### src/hdl/cdq_pkg.sv
// ----------------------------------------------------------------------------
// cdq_pkg
// Constants, codes and types shared by the circular deque modules.
// ----------------------------------------------------------------------------
package cdq_pkg;

	localparam int DEPTH      = 64;
	localparam int DATA_WIDTH = 16;
	localparam int ADDR_W     = (DEPTH > 1) ? $clog2(DEPTH) : 1;
	localparam int CNT_W      = $clog2(DEPTH + 1);

	localparam int ACT_W      = 3;
	localparam int DIN_W      = 16;
	localparam int STAT_W     = 2;
	localparam int S_TDATA_W  = 24;
	localparam int M_TDATA_W  = 24;

	localparam logic [ACT_W-1:0] ACT_PUSH_FRONT = 3'd0;
	localparam logic [ACT_W-1:0] ACT_PUSH_REAR  = 3'd1;
	localparam logic [ACT_W-1:0] ACT_POP_FRONT  = 3'd2;
	localparam logic [ACT_W-1:0] ACT_POP_REAR   = 3'd3;
	localparam logic [ACT_W-1:0] ACT_PEEK_FRONT = 3'd4;
	localparam logic [ACT_W-1:0] ACT_PEEK_REAR  = 3'd5;

	localparam logic [STAT_W-1:0] ST_OK    = 2'd0;
	localparam logic [STAT_W-1:0] ST_FULL  = 2'd1;
	localparam logic [STAT_W-1:0] ST_EMPTY = 2'd2;

	typedef struct packed {
		logic [STAT_W-1:0] status;
		logic              is_empty;
		logic              is_full;
		logic              use_rd;
	} res_t;

	typedef struct packed {
		logic                  we;
		logic [ADDR_W-1:0]     waddr;
		logic [DATA_WIDTH-1:0] wdata;
		logic                  re;
		logic [ADDR_W-1:0]     raddr;
	} ram_req_t;

endpackage

### src/hdl/circular_deque.sv
// ----------------------------------------------------------------------------
// circular_deque
// Double-ended queue in a circular RAM with wrapping front and rear indices.
// ----------------------------------------------------------------------------
// Throughput: one word per cycle while the output is not stalled by a low m_tready.
//   The RAM read and the index update happen at accept; the read data and
//   res_s1 are registered, then placed in the output word m_tdata.
// Reset: asynchronous, leaves the deque empty; the RAM contents are not
//   cleared and no clearing pass is needed.
module circular_deque (
	input  logic                            clk,
	input  logic                            arst_n,
	input  logic                            s_tvalid,
	output logic                            s_tready,
	// [2:0] action, [18:3] data_in, [23:19] zero
	input  logic [cdq_pkg::S_TDATA_W-1:0]   s_tdata,
	output logic                            m_tvalid,
	input  logic                            m_tready,
	// [15:0] data_out, [17:16] status, [18] is_empty, [19] is_full, [23:20] zero
	output logic [cdq_pkg::M_TDATA_W-1:0]   m_tdata
);
	import cdq_pkg::*;

	logic                  accept, advance;
	logic                  valid_s1;
	res_t                  res, res_s1;
	ram_req_t              ram_req;
	logic [DATA_WIDTH-1:0] rd_data;
	logic [DATA_WIDTH-1:0] dout;

	assign advance  = valid_s1 && (!m_tvalid || m_tready);
	assign s_tready = !valid_s1 || advance;
	assign accept   = s_tvalid && s_tready;

	cdq_ctrl u_ctrl (
		.clk     (clk),
		.arst_n  (arst_n),
		.accept  (accept),
		.action  (s_tdata[ACT_W-1:0]),
		.value   (s_tdata[ACT_W +: DATA_WIDTH]),
		.ram_req (ram_req),
		.res     (res)
	);

	cdq_ram #(
		.DEPTH_P (DEPTH),
		.WIDTH_P (DATA_WIDTH),
		.ADDR_P  (ADDR_W)
	) u_ram (
		.clk   (clk),
		.we    (ram_req.we),
		.waddr (ram_req.waddr),
		.wdata (ram_req.wdata),
		.re    (ram_req.re),
		.raddr (ram_req.raddr),
		.rdata (rd_data)
	);

	assign dout = res_s1.use_rd ? rd_data : '0;

	always_ff @(posedge clk or negedge arst_n) begin
		if (!arst_n) begin
			valid_s1 <= 1'b0;
			m_tvalid <= 1'b0;
		end else begin
			if (accept) begin
				valid_s1 <= 1'b1;
			end else if (advance) begin
				valid_s1 <= 1'b0;
			end
			if (advance) begin
				m_tvalid <= 1'b1;
			end else if (m_tready) begin
				m_tvalid <= 1'b0;
			end
		end
	end

	always_ff @(posedge clk) begin
		if (accept) begin
			res_s1 <= res;
		end
		if (advance) begin
			m_tdata <= {4'b0, res_s1.is_full, res_s1.is_empty, res_s1.status,
				DIN_W'(dout)};
		end
	end

endmodule

### src/hdl/cdq_ram.sv
// ----------------------------------------------------------------------------
// cdq_ram
// Simple dual-port synchronous RAM with registered read.
// ----------------------------------------------------------------------------
module cdq_ram #(
	parameter int DEPTH_P = 64,
	parameter int WIDTH_P = 16,
	parameter int ADDR_P  = 6
) (
	input  logic               clk,
	input  logic               we,
	input  logic [ADDR_P-1:0]  waddr,
	input  logic [WIDTH_P-1:0] wdata,
	input  logic               re,
	input  logic [ADDR_P-1:0]  raddr,
	output logic [WIDTH_P-1:0] rdata
);

	logic [WIDTH_P-1:0] mem [DEPTH_P];

	always_ff @(posedge clk) begin
		if (we) begin
			mem[waddr] <= wdata;
		end
	end

	always_ff @(posedge clk) begin
		if (re) begin
			rdata <= mem[raddr];
		end
	end

endmodule

### src/hdl/cdq_ctrl.sv
// ----------------------------------------------------------------------------
// cdq_ctrl
// Front/rear indices and entry count; decodes a request into a RAM access
// and the status and flags of its result.
// ----------------------------------------------------------------------------
module cdq_ctrl (
	input  logic                           clk,
	input  logic                           arst_n,
	input  logic                           accept,
	input  logic [cdq_pkg::ACT_W-1:0]      action,
	input  logic [cdq_pkg::DATA_WIDTH-1:0] value,
	output cdq_pkg::ram_req_t              ram_req,
	output cdq_pkg::res_t                  res
);
	import cdq_pkg::*;

	logic [ADDR_W-1:0] front_q, rear_q, front_d, rear_d;
	logic [CNT_W-1:0]  count_q, count_d;
	logic              empty, full;

	function automatic logic [ADDR_W-1:0] ring_inc(input logic [ADDR_W-1:0] i);
		return (i == ADDR_W'(DEPTH - 1)) ? '0 : i + 1'b1;
	endfunction

	function automatic logic [ADDR_W-1:0] ring_dec(input logic [ADDR_W-1:0] i);
		return (i == '0) ? ADDR_W'(DEPTH - 1) : i - 1'b1;
	endfunction

	assign empty = (count_q == '0);
	assign full  = (count_q == CNT_W'(DEPTH));

	always_comb begin
		front_d        = front_q;
		rear_d         = rear_q;
		count_d        = count_q;
		ram_req.we     = 1'b0;
		ram_req.waddr  = '0;
		ram_req.wdata  = value;
		ram_req.re     = 1'b0;
		ram_req.raddr  = front_q;
		res.status     = ST_OK;
		res.use_rd     = 1'b0;
		case (action)
			ACT_PUSH_FRONT, ACT_PUSH_REAR: begin
				if (full) begin
					res.status = ST_FULL;
				end else if (empty) begin
					front_d    = '0;
					rear_d     = '0;
					count_d    = CNT_W'(1);
					ram_req.we = accept;
				end else begin
					if (action == ACT_PUSH_FRONT) begin
						front_d       = ring_dec(front_q);
						ram_req.waddr = front_d;
					end else begin
						rear_d        = ring_inc(rear_q);
						ram_req.waddr = rear_d;
					end
					count_d    = count_q + 1'b1;
					ram_req.we = accept;
				end
			end
			ACT_POP_FRONT, ACT_POP_REAR, ACT_PEEK_FRONT, ACT_PEEK_REAR: begin
				if (empty) begin
					res.status = ST_EMPTY;
				end else begin
					res.use_rd = 1'b1;
					ram_req.re = accept;
					if (action == ACT_POP_REAR || action == ACT_PEEK_REAR) begin
						ram_req.raddr = rear_q;
					end
					if (action == ACT_POP_FRONT || action == ACT_POP_REAR) begin
						count_d = count_q - 1'b1;
						if (count_q == CNT_W'(1)) begin
							front_d = '0;
							rear_d  = '0;
						end else if (action == ACT_POP_FRONT) begin
							front_d = ring_inc(front_q);
						end else begin
							rear_d = ring_dec(rear_q);
						end
					end
				end
			end
			default: begin
			end
		endcase
		res.is_empty = (count_d == '0);
		res.is_full  = (count_d == CNT_W'(DEPTH));
	end

	always_ff @(posedge clk or negedge arst_n) begin
		if (!arst_n) begin
			front_q <= '0;
			rear_q  <= '0;
			count_q <= '0;
		end else if (accept) begin
			front_q <= front_d;
			rear_q  <= rear_d;
			count_q <= count_d;
		end
	end

endmodule

### config.mk
export PLATFORM = sky130hd
export DESIGN_NAME = circular_deque
export DESIGN_NICKNAME = d
export VERILOG_FILES = /design/src/hdl/cdq_pkg.sv /design/src/hdl/circular_deque.sv /design/src/hdl/cdq_ram.sv /design/src/hdl/cdq_ctrl.sv
export SDC_FILE = /design/constraint.sdc
export NUM_CORES = 1
export LEC_CHECK = 0
export BUFFER_PORTS_ARGS = -buffer_cell sky130_fd_sc_hd__buf_2
export CORE_ASPECT_RATIO = 0.9
export CORE_MARGIN = 3
export CORE_UTILIZATION = 50
export CTS_BUF_LIST = sky130_fd_sc_hd__clkbuf_16
export DETAILED_ROUTE_END_ITERATION = 8
export MAX_ROUTING_LAYER = met4
export PLACE_DENSITY = 0.8
export SLEW_MARGIN = 20
export SYNTH_ARGS = -nofsm -noshare
export SYNTH_HDL_FRONTEND = slang
export SYNTH_HIERARCHICAL = 1
export SYNTH_SLANG_ARGS = --single-unit
### constraint.sdc
create_clock -name clk -period 3.7 [get_ports clk]
set_clock_uncertainty 0.05 [all_clocks]
set_input_delay 0 -clock clk [delete_from_list [all_inputs] [get_ports clk]]
set_output_delay 0 -clock clk [all_outputs]
set_load 0.02 [all_outputs]
==> results.md, run 1 <==
* Per-instance average area after synthesis at approximately 20 sq um
* Final slew viol count at 0
* Power density over the cells at 709 nW/um^2
* Chip Width at between 300 and 400 um
* Flop and latch count out of synthesis at ~1100
* Synth warn at 6
* Max-cap violations at 0
* Port-buffer cells at 44
* Critical path data arrival time at 4.43 ns
* Share of post-route cells with drive strength above 1 at 33.9%
* Area of all placed cells without fillers at a little over 50000 sq um
* Dominant register cell in the synthesized netlist: sky130_fd_sc_hd__edfxtp_1
* Setup ws final at -0.350 ns
* Number of antenna violations at the first check in global routing at 8
* Cell area after placement at 47100 sq um
* Final worst path period need at 4.05 ns
* Drt wl/cell at 30.1 um
* Worst-path fanout max at 5
* Via count of the first global-routing pass at between 20000 and 25000
* Die Span Y at 286 um
* Max Clock Freq at roughly 250 MHz
* Worst Setup Path Type: reg -> reg
* Met1 layer wirelength in the final routing at just over 40 mm
* Weighted congestion at the end of routability-driven global placement at 0.922
* DRT iter0 DRCs at 3621
* Grt total ovfl at 0
* Type of the worst min-delay path: in -> reg
* Crit path launch type: flip-flop
* Failing checks: negative setup slack
* Remaining routing DRC violations at 0
* Worst-case setup slack after placement at -0.535 ns
* Count of H-tree levels built during CTS at 3
* CTS tree: yes
* Transition at the pin with the smallest max-transition slack at 0.995 ns
* Routed wire length on met2 at 55.6 mm
* Number of iterations in the first detailed-routing pass at 6
* Die Area at 90500 sq um
* Final-report hold violation count at 0
* Relative area change from synthesis to final layout at 19.0%
* Maximum resistive drop on vdd at 0.000494 V
* Worst endpoint required time at 4.08 ns
* Sum of internal, switching and leakage power at 36.7 mW
* Reg clk slew, reported paths at 0.07 ns
* EDFF count, synth at about 1100
* Number of cells in the finished layout apart from fillers at 3769
* Cell count after synthesis at 2183
* Worst Setup End Kind: flip-flop
* Clock sink total at 1086
* Clock latency reported for the late side of the worst-skew pair at 0.67 ns
* Top-level I/O count at 54
* Antenna viol nets, final at 0
* Final #Nets at around 2600
* Wire length of the first global-routing pass at 165 mm
* Rows at between 100 and 150
* Clock Tree Root: sky130_fd_sc_hd__clkbuf_16
* Outcome: finished, violations left
* Most frequent cells in the layout: sky130_fd_sc_hd__edfxtp_1 (1065), sky130_fd_sc_hd__buf_4 (255), sky130_fd_sc_hd__mux4_2 (220)
* Pin count of the biggest net entering global routing at 65
* Highest signal layer in the routed design: met4
* Initial Util at 51.0%
* Total negative setup slack at -4.18 ns
* Post-synthesis sequential area ratio at 74.8%
* Fraction of registers with async set or reset after synthesis at 1.93%
* Distinct cells, synth at 80
* Global-route usage over all layers at 25.7%
* Most common cell after layout, fill and taps aside: sky130_fd_sc_hd__edfxtp_1
* Number of buffers added by the clock tree synthesis step at 102
* Synth Cell Area at 43500 sq um
* Average vias per placed instance at 6.38
* Number of setup violations in the final report at 16
* Headroom to the max-slew limit at 33.6%
* Final cycle utilization of the critical path at 109%
* Leakage at between 15 and 20 nW
* Detailed route wirelength on metal3 at 13.7 mm
* Post-DP HPWL at 68.9 mm
* Worst-case clock buffer depth at 3
* Cell count after placement at 3505
* Core ar. at 85300 sq um
* Final wirelength at 113 mm
* Setup repair after global routing missed its margin: true
* Total number of vias at 24000
## flip-flops by register name (all words and copies together) (netlist names)
name	flops
m_tvalid	1
u_ctrl/front_q	6
valid_s1	1
u_ram/rdata	16
u_ram/mem	1024
m_tdata	20
res_s1	5
u_ctrl/count_q	7
u_ctrl/rear_q	6
## per-layer routing
layer	vias to the layer above	track usage [%]
met5	-	-
met4	0	7.45
met3	286	4.78
met2	1738	39.9
met1	12300	35.4
li1	9708	-
## layout make-up
| cell class | count | area, sq um |
|---|---|---|
| Clock buffer | 102 | 2550 |
| Multi-Input combinational cell | 941 | 10400 |
| Sequential cell | 1086 | 32500 |
| Antenna cell | 5 | 12.5 |
| Timing Repair Buffer | 405 | 4020 |
| Tap cell | 1133 | 1420 |
| Clock inverter | 85 | 807 |
| Inverter | 12 | 45.0 |
| Fill cell | 5554 | 33600 |
## path summary, 6_finish.rpt
kind	to	cells after the start	startpoint	slack [ns]
hold reg to reg	m_tdata[17]	0	res_s1[4]	0.38
max in group asynchronous	u_ctrl/front_q[5]	4	arst_n	2.73
min in group asynchronous	m_tvalid	4	arst_n	0.49
setup / recovery	u_ram/rdata[12]	15	u_ctrl/count_q[0]	-0.35
hold / removal	u_ram/mem[2][1]	1	s_tdata[4]	0.03
setup reg to reg	u_ram/rdata[12]	15	u_ctrl/count_q[0]	-0.35
## stage by stage
step | utilization, % | hold WS, ns
detailed placement | 55.2 | -0.0417
floorplan | - | -0.346
global placement | 55.2 | -0.0310
CTS | 60.3 | 0.00836
finish | 60.7 | 0.0333
global route | 60.7 | 0.0245
## cells by family (layout without fill, tap and decap cells)
logic type / after synthesis / after routing / share of synthesized area (%)
DFF: 1086 / 1086 / 74.8
muxes: 348 / 348 / 14.6
and+or+nand+nor: 345 / 345 / 4.09
AOI/OAI and AO/OA: 226 / 226 / 3.73
buffers and inverters: 159 / 604 / 2.39
xor gates and xnor gates: 10 / 10 / 0.201
adders and majority gates: 8 / 8 / 0.230
other: 1 / 9 / 0.00862
## power by group
| group | switching [mW] | internal, mW | total, mW |
|---|---|---|---|
| Sequential | 0.245 | 13.8 | 14.1 |
| Combinational | 6.43 | 5.67 | 12.1 |
| Clock | 4.52 | 6.02 | 10.5 |
## critical path: stages (launching register included)
cell and delay [ns]:
sky130_fd_sc_hd__dfrtp_1 0.39, sky130_fd_sc_hd__inv_2 0.09, sky130_fd_sc_hd__ha_4 0.13, sky130_fd_sc_hd__or4b_4 0.48, sky130_fd_sc_hd__nor2_4 0.16, sky130_fd_sc_hd__nor2_4 0.05
sky130_fd_sc_hd__nand2_4 0.11, sky130_fd_sc_hd__mux2i_4 0.29, sky130_fd_sc_hd__buf_12 0.16, sky130_fd_sc_hd__buf_12 0.13, sky130_fd_sc_hd__buf_12 0.11, sky130_fd_sc_hd__mux4_2 0.49
sky130_fd_sc_hd__mux2_4 0.28, sky130_fd_sc_hd__nand2_1 0.07, sky130_fd_sc_hd__nand4_1 0.45, sky130_fd_sc_hd__and4_1 0.35
## synthesized netlist by cell type (6+ instances only)
| cell | instances | area share, % |
|---|---|---|
| sky130_fd_sc_hd__xnor2_1 | 7 | 0.14 |
| sky130_fd_sc_hd__nand2b_1 | 9 | 0.13 |
| sky130_fd_sc_hd__a31oi_1 | 15 | 0.22 |
| sky130_fd_sc_hd__nor2b_1 | 33 | 0.47 |
| sky130_fd_sc_hd__a41oi_1 | 7 | 0.14 |
| sky130_fd_sc_hd__o21ai_0 | 21 | 0.24 |
| sky130_fd_sc_hd__buf_2 | 41 | 0.47 |
| sky130_fd_sc_hd__mux4_2 | 220 | 11 |
| sky130_fd_sc_hd__a211oi_1 | 14 | 0.24 |
| sky130_fd_sc_hd__mux2i_1 | 90 | 2.1 |
| sky130_fd_sc_hd__nor3_1 | 8 | 0.092 |
| sky130_fd_sc_hd__nand4_1 | 15 | 0.22 |
| sky130_fd_sc_hd__a21oi_1 | 45 | 0.52 |
| sky130_fd_sc_hd__a311oi_1 | 8 | 0.16 |
| sky130_fd_sc_hd__edfxtp_1 | 1065 | 74 |
| sky130_fd_sc_hd__nor2_1 | 106 | 0.92 |
| sky130_fd_sc_hd__inv_1 | 12 | 0.10 |
| sky130_fd_sc_hd__mux2_2 | 34 | 0.88 |
| sky130_fd_sc_hd__buf_6 | 19 | 0.49 |
| sky130_fd_sc_hd__a211o_1 | 8 | 0.16 |
| sky130_fd_sc_hd__a22o_1 | 8 | 0.16 |
| sky130_fd_sc_hd__a221o_1 | 6 | 0.14 |
| sky130_fd_sc_hd__clkbuf_1 | 38 | 0.33 |
| sky130_fd_sc_hd__a221oi_1 | 17 | 0.34 |
| sky130_fd_sc_hd__nand2_1 | 76 | 0.66 |
| sky130_fd_sc_hd__and2_1 | 10 | 0.14 |
| sky130_fd_sc_hd__a22oi_1 | 41 | 0.71 |
| sky130_fd_sc_hd__buf_4 | 34 | 0.59 |
| sky130_fd_sc_hd__and2_2 | 15 | 0.26 |
| sky130_fd_sc_hd__dfrtp_1 | 21 | 1.2 |
| sky130_fd_sc_hd__ha_1 | 8 | 0.23 |
| sky130_fd_sc_hd__and3_1 | 6 | 0.086 |
| sky130_fd_sc_hd__nand3_1 | 35 | 0.40 |
## repair_timing
item,in CTS,in global routing
gates cloned,5,4
pin swaps,24,13
gates resized for setup,68,33
buffers inserted,30,11
endpoints found under the hold margin,380,85
hold buffers,22,2
setup endpoints to repair,16,16
No activity file was read; power rests on OpenSTA's default activity.
==> run 2, diff against run 1 <==
==> constraint.sdc (replaced) <==
create_clock -name clk -period 3.7 [get_ports clk]
set_clock_uncertainty 0.05 [all_clocks]
set_input_delay 0.555 -clock clk [delete_from_list [all_inputs] [get_ports clk]]
set_output_delay 0.555 -clock clk [all_outputs]
set_load 0.02 [all_outputs]
==> run 2 against run 1 <==
The run still ends with negative setup slack left. Largest cell class unchanged. Critical path depth up 1. Critical path type unchanged. Combinational power hardly changed. Cell count decreased by 1.2%. Non-clock buffer count decreased by 42. Core utilization rose by 0.12 points. First-iteration DRC count shrank 8.4%. Power fell by 0.34%. Clock power barely moved.
==> results.md, run 2 (synthesized netlist as in run 1, its figures left out) <==
* Outcome: finished, violations left
* Failing checks: negative setup slack
* Max-cap violations at 0 (unchanged)
* Registers with the highest flip-flop counts: u_ram/mem: 1024 flops, m_tdata: 20 flops, u_ram/rdata: 16 flops
* Power density over the cells at 705 nW/um^2 (-0.54%)
* Worst setup path startpoint: u_ctrl/count_q[1]
* Area used by sequential logic in the layout at 32500 sq um (unchanged)
* Max FFs per register at 1024 (unchanged)
* Crit path max-delay family: multiplexers
* Reg clk slew, reported paths at 0.07 ns (about the same)
* Leakage at 16.9 nW (-0.88%)
* Average vias per placed instance at 6.42 (+0.57%)
* Setup repair after global routing missed its margin: true
* Final #Nets at 2542 (-1.6%)
* Clock latency reported for the late side of the worst-skew pair at 0.67 ns (about the same)
* Worst-case reg-to-reg path depth at 16 (+1)
* Type of the worst min-delay path: in -> reg
* Share of post-route cells with drive strength above 1 at 35.0% (+1.1 points)
* Relative area change from synthesis to final layout at 19.2%
* Number of iterations in the first detailed-routing pass at 6 (unchanged)
* Final-report hold violation count at 0 (unchanged)
* Crit path launch type: flip-flop
* Setup ws final at -0.383 ns (-0.0322 ns)
* Final wirelength at 113 mm (-0.23%)
* Weighted congestion at the end of routability-driven global placement at 0.930 (+0.95%)
* Headroom to the max-slew limit at 27.6% (-6.0 points)
* Drt wl/cell at 30.4 um (+1.0%)
* Critical path depth in cells at 16 (+1)
* Reg-to-reg startpoint: u_ctrl/count_q[1]
* Setup crit end: u_ram/rdata[1]
* Number of setup violations in the final report at 16 (unchanged)
* Remaining routing DRC violations at 0 (unchanged)
* Critical-path cell with the highest stage delay: sky130_fd_sc_hd__mux4_2
* Via count of the first global-routing pass at 23700 (-0.57%)
* Cell mode on critical path: sky130_fd_sc_hd__nor2_4
* Critical path data arrival time at 4.42 ns (about the same)
* Core ar. at 85300 sq um (unchanged)
* Sum of internal, switching and leakage power at 36.6 mW (-0.34%)
* Most common cell after layout, fill and taps aside: sky130_fd_sc_hd__edfxtp_1
* Number of buffers added by the clock tree synthesis step at 102 (unchanged)
* Register-to-register path setup slack at -0.38 ns (-0.03 ns)
* DRT iter0 DRCs at 3316 (-8.4%)
* Worst-case clock buffer depth at 3 (unchanged)
* Reg with most FFs: u_ram/mem
* Total negative setup slack at -4.56 ns (-0.384 ns)
* FILL cells at 5552 (-0.036%)
* Port-buffer cells at 44 (unchanged)
* Final worst path period need at 4.08 ns (+0.0322 ns)
* Top-level I/O count at 54 (unchanged)
* Clock Tree Root: sky130_fd_sc_hd__clkbuf_16
* Initial Util at 51.0% (unchanged)
* Buffers & Inverters on Critical Path at 6 (+2)
* Clock sink total at 1086 (unchanged)
* CTS tree: yes
* Maximum resistive drop on vdd at 0.000443 V (-10%)
* Critical-path cell list: inv_2 > ha_4 > or4b_4 > nor2_4 > nor2_4 > nand2_4 > mux2i_4 > buf_6 > clkbuf_16 > buf_12 > buf_16 > mux4_2 > mux2_4 > a221oi_2 > buf_4 > a311oi_2
* Worst endpoint required time at 4.04 ns (-0.04 ns)
* Rows at 101 (unchanged)
* Global-route usage over all layers at 25.2% (-0.50 points)
* Cell count after placement at 3488 (-0.49%)
* Number of antenna violations at the first check in global routing at 4 (-4)
* Final slew viol count at 0 (unchanged)
* Worst r2r dst: u_ram/rdata[1]
* Chip Width at 317 um (unchanged)
* Most frequent cells in the layout: sky130_fd_sc_hd__edfxtp_1 (1065), sky130_fd_sc_hd__mux4_2 (221), sky130_fd_sc_hd__buf_4 (203)
* Post-Route Utilization at 60.8% (+0.12 points)
* Wire length of the first global-routing pass at 162 mm (-1.7%)
* Worst-path fanout max at 5 (unchanged)
* Number of cells in the finished layout apart from fillers at 3723 (-1.2%)
* Max Clock Freq at 245 MHz (-0.79%)
* Post-DP HPWL at 66.2 mm (-3.8%)
* Pin count of the biggest net entering global routing at 65 (unchanged)
* Grt total ovfl at 0 (unchanged)
* Crit-path max cell delay at 0.53 ns (+0.04 ns)
* Total number of vias at 23900 (-0.66%)
* Worst Setup End Kind: flip-flop
* Die Span Y at 286 um (unchanged)
* Antenna viol nets, final at 0 (unchanged)
* Transition at the pin with the smallest max-transition slack at 1.09 ns (+0.0900 ns)
* Worst Setup Path Type: reg -> reg
* Die Area at 90500 sq um (unchanged)
* Count of H-tree levels built during CTS at 3 (unchanged)
* Final cycle utilization of the critical path at 110% (+0.87 points)
* Area of combinational cells with multiple inputs at 10600 sq um (+2.3%)
## run 2: what timing repair did
action	in CTS	in global routing
setup buffers	17	23
cloned	5	6
hold endpoints to repair	21	0
hold buffers	1	0
pin swaps	29	29
gates resized for setup	100	74
setup endpoints to repair	16	16
## run 2: worst min path at each step
stage                              to  depth (start not counted)  slack [ns]      start
after floorplan              m_tvalid                          0        0.21     arst_n
after global placement    m_tdata[18]                          0        0.36  res_s1[2]
after detailed placement  m_tdata[19]                          0        0.36  res_s1[1]
after CTS                    valid_s1                          2        0.04   s_tvalid
after global routing         valid_s1                          2        0.06   s_tvalid
final                        valid_s1                          2        0.07   s_tvalid
## run 2: per-stage QoR
step,area (sq um),worst slack [ns],hold slack [ns]
after CTS,51300,-0.272,0.0380
after global routing,51900,-0.389,0.0625
after floorplan,43600,-0.102,0.209
after detailed placement,47200,-0.431,0.358
after global placement,47200,-0.363,0.359
final,51900,-0.383,0.0661
## run 2: report_power, final
group,internal (mW),leakage (nW),switching (mW)
Sequential,13.8,9.84,0.255
Clock,5.68,1.65,4.54
Combinational,5.75,5.42,6.54
## run 2: metal layers
metal  global-route usage, %  vias up  share of wire [%]
met4                    8.25        0                3.3
met3                    5.14      248                 11
met5                       -        -                  0
met2                    39.5     1641                 50
li1                        -     9611                  -
met1                    33.5    12400                 37
## run 2: area by class of cell
| cell class | instances | share of cell area, % |
|---|---|---|
| tap | 1133 | 2.73 |
| antenna | 1 | 0.00483 |
| inverter | 12 | 0.0869 |
| clock inverter | 81 | 1.12 |
| sequential | 1086 | 62.7 |
| timing repair buffer | 363 | 7.75 |
| multi-input combinational | 941 | 20.5 |
| clock buffer | 106 | 5.12 |
